### src/hw/rtl/sfd_pkg.sv
// Shared constants and types for the stereo feedback delay.
package sfd_pkg;

  // Default sizes handed to the top level parameters.
  localparam int MAX_FRAMES_DEF  = 524288;
  localparam int SAMPLE_BITS_DEF = 24;

  // Q1.15 gain format.
  localparam int GAIN_W     = 16;
  localparam int GAIN_ONE   = 32768;
  localparam int ROUND_HALF = 16384;
  localparam int Q_SHIFT    = 15;

  // Configuration port.
  localparam int CFG_IDX_W  = 8;
  localparam int CFG_DATA_W = 20;

  // Register reset values.
  localparam int DELAY_LENGTH_RST  = 18000;
  localparam int FEEDBACK_GAIN_RST = 24576;
  localparam int DRY_GAIN_RST      = 32768;
  localparam int WET_GAIN_RST      = 24576;

  // Output queue depth; it also bounds the requests in flight.
  localparam int FIFO_DEPTH = 4;

  typedef enum logic [CFG_IDX_W-1:0] {
    REG_DELAY_LENGTH  = 8'd0,
    REG_FEEDBACK_GAIN = 8'd1,
    REG_DRY_GAIN      = 8'd2,
    REG_WET_GAIN      = 8'd3
  } reg_index_t;

endpackage

### src/hw/rtl/sfd_out_fifo.sv
// Small output queue that holds finished frames until the receiver takes them.
module sfd_out_fifo #(
  parameter int DATA_W = 2 * sfd_pkg::SAMPLE_BITS_DEF
) (
  input  logic              clk,
  input  logic              rst,
  input  logic              push,
  input  logic [DATA_W-1:0] push_data,
  input  logic              pop,
  output logic              out_valid,
  output logic [DATA_W-1:0] out_data
);
  import sfd_pkg::*;

  localparam int PTR_W = $clog2(FIFO_DEPTH);
  localparam int CNT_W = $clog2(FIFO_DEPTH + 1);

  logic [DATA_W-1:0] slots [FIFO_DEPTH];
  logic [PTR_W-1:0]  wptr;
  logic [PTR_W-1:0]  rptr;
  logic [CNT_W-1:0]  count;

  // Pointers and fill level; the producer never pushes into a full queue.
  always_ff @(posedge clk) begin
    if (rst) begin
      wptr  <= '0;
      rptr  <= '0;
      count <= '0;
    end else begin
      if (push) wptr <= wptr + PTR_W'(1);
      if (pop)  rptr <= rptr + PTR_W'(1);
      count <= count + CNT_W'(push) - CNT_W'(pop);
    end
  end

  // Storage; payload needs no reset.
  always_ff @(posedge clk) begin
    if (push) slots[wptr] <= push_data;
  end

  assign out_valid = (count != '0);
  assign out_data  = slots[rptr];

endmodule

### config.mk
export PLATFORM = sky130hd
export DESIGN_NAME = sfd_out_fifo
export DESIGN_NICKNAME = d
export VERILOG_FILES = /design/src/hw/rtl/sfd_pkg.sv /design/src/hw/rtl/sfd_out_fifo.sv
export SDC_FILE = /design/constraint.sdc
export NUM_CORES = 1
export LEC_CHECK = 0
export ABC_CLOCK_PERIOD_IN_PS = 3400
export BUFFER_PORTS_ARGS = -buffer_cell sky130_fd_sc_hd__buf_2
export CAP_MARGIN = 5
export CORE_MARGIN = 2
export CORE_UTILIZATION = 45
export CTS_BUF_LIST = sky130_fd_sc_hd__clkbuf_2
export DETAILED_ROUTE_END_ITERATION = 6
export PLACE_DENSITY_LB_ADDON = 0.12
export SLEW_MARGIN = 40
export SYNTH_ARGS = -nofsm -noshare
export SYNTH_HDL_FRONTEND = slang
export SYNTH_SLANG_ARGS = --single-unit
### constraint.sdc
create_clock -name clk -period 3.4 [get_ports clk]
set_clock_uncertainty 0.05 [all_clocks]
set_input_delay 0 -clock clk [delete_from_list [all_inputs] [get_ports clk]]
set_output_delay 0 -clock clk [all_outputs]
set_load 0.01 [all_outputs]
==> run summary, run 1 <==
The run finished with clean final reports. The synthesized area divided by synthesized cell count came out at ~25 sq um. Among cell families on the critical path, the largest total delay comes from flip-flops. The placed wire-length estimate after detailed placement is just under 8000 microns.

Hold repair after CTS inserted around 100 buffers. The worst-margin pin slew is roughly 0.75 ns. The worst setup path is captured at a primary output. The final route contains 3883 vias. The total standard cell area after synthesis came out at 7350 sq um. The number of max-slew violations in the final report came to 0. The number of buffers between clock root and the deepest sink is 3. The library cells used most frequently in the layout, excluding fill and tap cells, are edfxtp_1, dlygate4sd3_1, buf_2. The critical path goes through buf_4 > mux4_2 > buf_2. The power density over cell area is 519 nW/um^2. The required arrival time at the worst endpoint is approximately 3.4 ns.

The number of iterations in the first detailed-routing pass is 4. The number of endpoints with negative hold slack in the final report was 0. The minimum clock period after layout came out at 2.57 ns.

Summed over all nets, the switching power comes to 0.00122 W. The count of non-filler cells in the finished layout is around 800. The number of different library cells used by synthesis comes to 20. The standard cell core area came out at ~16000 sq um. The path class of the tightest hold or removal check is input port to flop. Headroom to the max-slew limit came out at between 50% and 60%. The floorplan row count came out at 46. The maximum VDD drop is 213 uV. TritonCTS built the clock tree. After detailed routing, the total wire length is roughly 14000 microns. In this run the clock root is driven by a clkbuf_2. The count of final setup violators came out at 0. When the netlist entered floorplanning its net count stood at between 300 and 400.

After detailed routing, the number of remaining DRC violations is 0. The die is around 130 microns tall. The final estimated routing congestion in global placement is ~0.7. The relative contribution of combinational cells to total power came out at 12.1%.

Among all stages on the critical path, the largest delay is contributed by dfxtp_2. The minimum setup slack after placement came out at 1.39 ns. The kind of start point of the critical path is a flop. The width of the die came out at 132 microns. The TritonCTS buffer count came out at roughly 50.

The number of global-route vias before repair came to 4278. Of the synthesized area, sequential elements account for about four fifths. The number of antenna violations at the first check in global routing came out at 2.

The first global-routing pass estimated 22500 microns of wire. After clock tree synthesis, the clock-pin slew on the worst setup and hold paths is about 0.090 ns. The pin count of the biggest net entering global routing came out at 33. The net count of the finished layout is a little over 600. Cells with a size suffix above 1 make up between 40% and 50% of the layout. The detailed-route wire length per cell came out at about 17 microns. The global-route usage over all layers came out at around 17%.

The count of routing violations after the opening detailed-route iteration is approximately 180. The relative area change from synthesis to final layout came out at 30.9%. Total power for the finished layout comes to 0.00499 W. The overall overflow remaining after global route came out at 0.

Setup repair after global routing left no endpoint under its margin. The register bit total from synthesis is 201. In this run the count of I/O pins placed on the die edge is 101. For this run, the number of Yosys warnings is 0.

Dividing the detail-routed via count by the number of cells gives 4.84. The initial core utilization came out at a little under half. After detailed placement, the design holds a cell count of around 600. The maximum clock rate is between 0.3 and 0.4 GHz.

The part of the total power dissipated in the clock network came out at between 20% and 30%. Buffers added to address setup during post-CTS repair amount to 0. The die area is 17400 sq um. The tool flagged a number of max-cap violations equal to 0. The static leakage power came out at roughly 3.5 nW.

The commonest non-fill, non-tap cell in the layout is edfxtp_1. Data arrives at the worst endpoint at 2.52 ns. The clock sink total is between 200 and 250. The share of total power dissipated in sequential elements is roughly 58%. The post-layout worst setup margin is 0.829 ns.

The maximum fanout count along the critical path is 24. The count of antenna-violating nets left after detailed routing is 0. Synthesis handed over a netlist of about 290 instances. The final-layout worst hold slack came out at approximately 0.13 ns. The largest single stage delay on the critical path is 0.78 ns.

The critical path in this run is classified as flop to primary output. The switching share of total power is roughly 24%. The post-cts sizing count came out at 0. The ratio of final minimum period to clock period is about 76%.

Setup total negative slack on the finished layout was measured at 0 ns. The cell internal power dissipation is 0.00378 W. The critical path contains buffers and inverters numbering 2 combined. The clock insertion delay at the later pin of the skew report is between 0.7 and 0.8 ns. The total of buffers placed on input and output ports came out at 100. The number of H-tree branching levels is 2.
-- cells by family after synthesis --
family	count (synthesis)	share of synthesized area [%]
fa+ha+maj	7	1.29
flops	201	80.9
mux	49	14.8
buf+inv	16	1.28
simple gates	13	0.953
compound gates	2	0.204
xor+xnor	3	0.562
-- tightest hold or removal path: stages --
cell and delay, ns:
dlygate4sd3_1 0.52, buf_2 0.20, mux2i_1 0.09, nor2_1 0.07
-- per-layer routing --
| metal | vias up | part of all wire (%) | global-route usage [%] |
|---|---|---|---|
| met2 | 110 | 49 | 27.1 |
| met5 | - | 0 | 0 |
| li1 | 1774 | - | - |
| met3 | 17 | 5.7 | 5.65 |
| met4 | 0 | 1.6 | 6.10 |
| met1 | 1982 | 43 | 21.6 |
-- path summary, 6_finish.rpt --
| kind | startpoint | to | slack, ns | depth (start not counted) |
|---|---|---|---|---|
| min | push | wptr[1] | 0.13 | 4 |
| max | flop | out_data[13] | 0.83 | 3 |
| max reg2reg | wptr[0] | slots[3][11] | 1.37 | 3 |
| min reg2reg | rptr[1] | flop | 0.50 | 2 |
-- cell type report --
| cell class | count | area [sq um] |
|---|---|---|
| fill | 1238 | 6320 |
| sequential | 201 | 5950 |
| timing repair buffer | 213 | 1620 |
| multi-input combinational | 74 | 1320 |
| clock buffer | 78 | 390 |
| tap | 216 | 270 |
| clock inverter | 12 | 45.0 |
| inverter | 6 | 22.5 |
| antenna | 2 | 5.00 |
-- power groups by stage --
stage	clock network, W	logic [W]	registers (W)
after floorplan	0	0.000333	0.00292
after global placement	0	0.000490	0.00297
after detailed placement	0	0.000518	0.00296
after CTS	0.00156	0.000612	0.00290
after global routing	0.00169	0.000654	0.00292
final	0.00149	0.000602	0.00290
-- synthesized netlist by cell type, drive strengths merged --
library cell    n  area [sq um]
xnor2           2          17.5
a21bo           1          10.0
a21oi           1          5.00
mux2i           1          10.0
dfxtp           9           180
inv             6          22.5
clkbuf          2          7.51
buf             8          63.8
and2            4          25.0
nor2            5          18.8
mux4           48          1080
nand3b          1          7.51
edfxtp        192          5770
xor3            1          23.8
nor2b           2          12.5
or3             1          6.26
fa              1          20.0
ha              6          75.1
-- sequential cells by signal, indices dropped and copies added (netlist names), named ones only --
register / flops
slots: 192
wptr: 2
rptr: 2
count: 3
-- stage by stage --
| stage | util (%) | area [sq um] |
|---|---|---|
| after CTS | 60.3 | 9620 |
| final | 60.3 | 9620 |
| after floorplan | - | 7350 |
| after global routing | 60.3 | 9620 |
| after detailed placement | 51.1 | 8150 |
| after global placement | 51.0 | 8130 |
No activity file was read; power rests on OpenSTA's default activity.
==> run 2: changes to the inputs <==
--- a/config.mk
+++ b/config.mk
@@ -5,7 +5,8 @@
 export SDC_FILE = /design/constraint.sdc
 export NUM_CORES = 1
 export LEC_CHECK = 0
-export ABC_CLOCK_PERIOD_IN_PS = 3400
+export ABC_AREA = 1
+export ABC_CLOCK_PERIOD_IN_PS = 2400
 export BUFFER_PORTS_ARGS = -buffer_cell sky130_fd_sc_hd__buf_2
 export CAP_MARGIN = 5
 export CORE_MARGIN = 2
==> constraint.sdc (replaced) <==
create_clock -name clk -period 2.4 [get_ports clk]
set_clock_uncertainty 0.05 [all_clocks]
set_input_delay 0 -clock clk [delete_from_list [all_inputs] [get_ports clk]]
set_output_delay 0 -clock clk [all_outputs]
set_load 0.01 [all_outputs]
==> run 2 against run 1 <==
  * Hold slack worse by 0.030 ns
  * Synthesized cell count up 110%
  * Non-clock buffer count up 7
  * Clock power up 40%
  * Synthesized area up 9.2%
  * Via count up 36%
  * Power up 41%
  * Routed wire length up 15%
  * Core utilization down 1.5 points
  * Combinational power up 49%
  * Global-route usage up 0.35 points
  * Critical path depth up 2
==> run summary, run 2 <==
The overall overflow remaining after global route is 0 (unchanged). The share of the synthesized area in compound gates (AO/OA/AOI/OAI) is 11.1% (+11 points). The flow ran to the end, and the final reports show no timing, DRC or antenna violations.

Setup repair after global routing left no endpoint under its margin. edfxtp_1 takes more of the synthesized area than any other cell. The net switching power is 0.00183 W (+51%).

The number of nets in the layout was 915 (+51%). The total of buffers placed on input and output ports is 100 (unchanged). The maximum VDD drop was 436 uV (+110%). The CTS clock-pin slew for the worst setup and hold paths was 0.08 ns (about the same).

The number of endpoints with negative hold slack in the final report is 0 (unchanged). The arrival time of the worst setup path was 2.05 ns (-0.47 ns). The mux contribution to synthesized area came out at 0% (-15 points).

The count of routing violations after the opening detailed-route iteration came out at 246 (+35%). The vertical die dimension came out at 138 microns (+4.3%). The global-route usage over all layers is 17.2% (+0.35 points).

The placed wire-length estimate after detailed placement is 9120 microns (+18%). The post-cts sizing count is 0 (unchanged). The clock sink total came out at 201 (unchanged). Counting flops per register, the top entry is slots.

Yosys attributes the largest share of cell area to edfxtp_1, inv_1, nand2_1, o211ai_1, a21oi_1. The floorplan row count came out at 48 (+4.3%). In this run the clock root is driven by a clkbuf_2. STA classifies the critical path startpoint as a flop.

The final estimated routing congestion in global placement came out at 0.712 (+3.5%). The count of antenna-violating nets left after detailed routing is 0 (unchanged). The sum of routed wire length over all layers came out at 16100 microns (+15%).

The register bit total from synthesis is 201 (unchanged). The area share of and/or/nand/nor cells after synthesis is 5.13% (+4.2 points). The start point of the worst min-delay path is pop. The number of H-tree branching levels is 2 (unchanged). The count of pins on the block boundary was 101 (unchanged). The post-synthesis cell count is 615 (+110%). The relative area change from synthesis to final layout is 27.3%.

The maximum clock rate came out at around 0.48 GHz. The worst max-slew margin expressed relative to the limit is 70.1% (+20 points). By area, the combinational part of the netlist is dominated by compound AO/OA/AOI/OAI gates.

The share of layout cells above drive strength 1 came out at 22.2% (-20 points). The filler cell count was 1421 (+15%). The largest registers in the layout are slots: 192 flops, count: 3 flops.

The parity-gate share of the synthesized area counting xor and xnor cells is 0% (-0.56 points). The static leakage power was 4.16 nW (+20%). The number of global-route vias before repair is 5228 (+22%). The detailed-route DRC error count is 0 (unchanged). The class of the tightest hold or removal check is input port to flop.

The width of the die is 138 microns (+4.3%). The part of the total power dissipated in the clock network is 29.6% (-0.3 points). The worst setup path is captured at a primary output. The number of max-slew violations in the final report is 0 (unchanged). The adder-cell share of the synthesized area came out at 1.18% (-0.11 points). The total standard cell area after synthesis came out at 8030 sq um (+9.2%). The required arrival time at the worst endpoint came to 2.35 ns (-1.00 ns).

The sequential share of power came out at 57.8% (-0.2 points). The register area came out at 5950 sq um (about the same). The relative contribution of combinational cells to total power came to 12.7% (+0.6 points).

The detailed-route wire length per cell is 14.5 microns (-17%). The synthesized area divided by synthesized cell count came out at 13.0 sq um (-48%). The number of buffers between clock root and the deepest sink is 3 (unchanged). The number of nets produced by synthesis came to 674 (+93%). The number of vias per cell after detailed routing came out at 4.74 (-2.1%). Leaving out fill and tap cells, the most frequent cell in the layout is edfxtp_1. The type of the worst setup path is flop to primary output. The fraction of the yosys area taken by sequential cells is 74.1% (-6.8 points).

In the synthesized netlist the dominant register cell turns out to be edfxtp_1. The flip-flop count of the largest register after layout came out at 192 (unchanged). The max-cap violation count is 0 (unchanged). The fraction of registers with async set/reset is 0% (unchanged). The count of distinct cell types in the synthesized netlist came out at 15 (-25%).

The worst-margin pin slew is 0.448 ns (-0.299 ns). The switching share of total power is 26.0% (+1.7 points). The combined area of the multi-input logic cells came out at 1400 sq um (+6.1%).

The number of antenna violations at the first check in global routing came out at 1 (-1). The sum of negative setup slack came out at 0 ns (unchanged). The standard cell core area is 17400 sq um (+8.9%).

The die area is 18900 sq um (+8.9%). The maximum fanout count along the critical path was 25 (+4.2%). The cell internal power dissipation came out at 0.00521 W (+38%). The number of vias in the routed layout came to 5286 (+36%). Sorting the synthesized cells by how often they occur yields edfxtp_1, inv_1, nand2_1, a21oi_1, o211ai_1. The area share of the largest cell type after synthesis is 71.8% (-6.6 points). The global-route wire length before repair came out at 25000 microns (+11%). The TritonCTS buffer count was 51 (+4.1%). The CTS tree is built. The count of final setup violators came out at 0 (unchanged). The total power of the final layout was 0.00704 W (+41%). The ratio of final minimum period to clock period came out at 87.4%.

The total of warnings raised by yosys came to 0 (unchanged). The number of enable flip-flop cells after synthesis is 192 (unchanged). The pin count of the biggest net entering global routing came to 59 (+79%). edfxtp_1 is the most common cell in the netlist. Leaving out fill and tap cells, the most frequent cells in the layout are edfxtp_1, inv_1, nand2_1, dlygate4sd3_1, buf_2. Counting I/O delays and the setup requirement, the final critical path takes ~2.1 ns. The clock insertion delay at the later pin of the skew report is 0.75 ns (+0.02 ns). The startpoint identified for the worst register-to-register timing path is count[0]. The initial core utilization came out at 46.2% (+0.12 points). The number of iterations in the first detailed-routing pass came out at 4 (unchanged).

The power density over cell area is 690 nW/um^2 (+33%).
==> run 2: changes by cell type after synthesis, moves of 10 or more <==
cell / previous run / this run
inv_1: 6 / 112
nand2_1: 0 / 104
a21oi_1: 1 / 54
mux4_2: 48 / 0
o211ai_1: 0 / 48
o21ai_1: 0 / 46
buf_6: 3 / 13
==> run 2: through the flow <==
step / hold slack [ns] / cell area (sq um) / instances / setup WS (ns) / utilization (%)
after floorplan: 0.0212 / 8030 / 615 / 0.420 / -
after global placement: 0.158 / 8710 / 922 / 0.860 / 50.2
after detailed placement: 0.165 / 8710 / 922 / 0.846 / 50.2
after CTS: 0.00109 / 10200 / 1112 / 0.0228 / 58.6
after global routing: 0.0682 / 10200 / 1115 / 0.0794 / 58.9
final: 0.104 / 10200 / 1115 / 0.301 / 58.9
==> run 2: layout make-up <==
cell class	instances	share of cell area, %
inverter	112	4.12
timing repair buffer	220	17.1
antenna	1	0.0245
sequential	201	58.3
clock inverter	12	0.441
clock buffer	74	3.63
tap	225	2.76
multi-input combinational	270	13.7
==> run 2: critical path, stage by stage (launching register included) <==
cell	delay, ns
dfxtp_4	0.58
buf_4	0.33
nand2_1	0.09
o211ai_1	0.09
nand2_1	0.10
buf_2	0.15
==> run 2: timing repair <==
item / 4_1_cts / 5_1_grt
hold buffers: 104 / 0
hold endpoints to repair: 393 / 0
setup buffers: 0 / 2
setup endpoints to repair: 0 / 37
==> run 2: final timing paths <==
check / endpoint / slack [ns] / cells past startpoint
max: out_data[10] / 0.30 / 5
min reg2reg: flop / 0.42 / 2
min: flop / 0.10 / 4
max reg2reg: count[1] / 0.33 / 8
==> run 2: metal layers <==
| metal | GRT usage, % | part of all wire (%) |
|---|---|---|
| met5 | 0 | 0 |
| met3 | 4.27 | 5.6 |
| met1 | 21.8 | 45 |
| met4 | 6.82 | 1.5 |
| met2 | 28.4 | 48 |
==> run 2: cells by family after synthesis <==
group | after synthesis
DFF | 201
buffers and inverters | 144
adders and majority gates | 7
AOI/OAI and AO/OA | 154
and+or+nand+nor | 109
==> run 2: power groups by stage <==
stage / Clock, W / Combinational (W) / Sequential, W
6_report: 0.00208 / 0.000894 / 0.00407
5_1_grt: 0.00236 / 0.00100 / 0.00408
4_1_cts: 0.00218 / 0.000877 / 0.00408
3_5_place_dp: 0 / 0.000733 / 0.00416
3_3_place_gp: 0 / 0.000710 / 0.00416
2_1_floorplan: 0 / 0.000478 / 0.00412
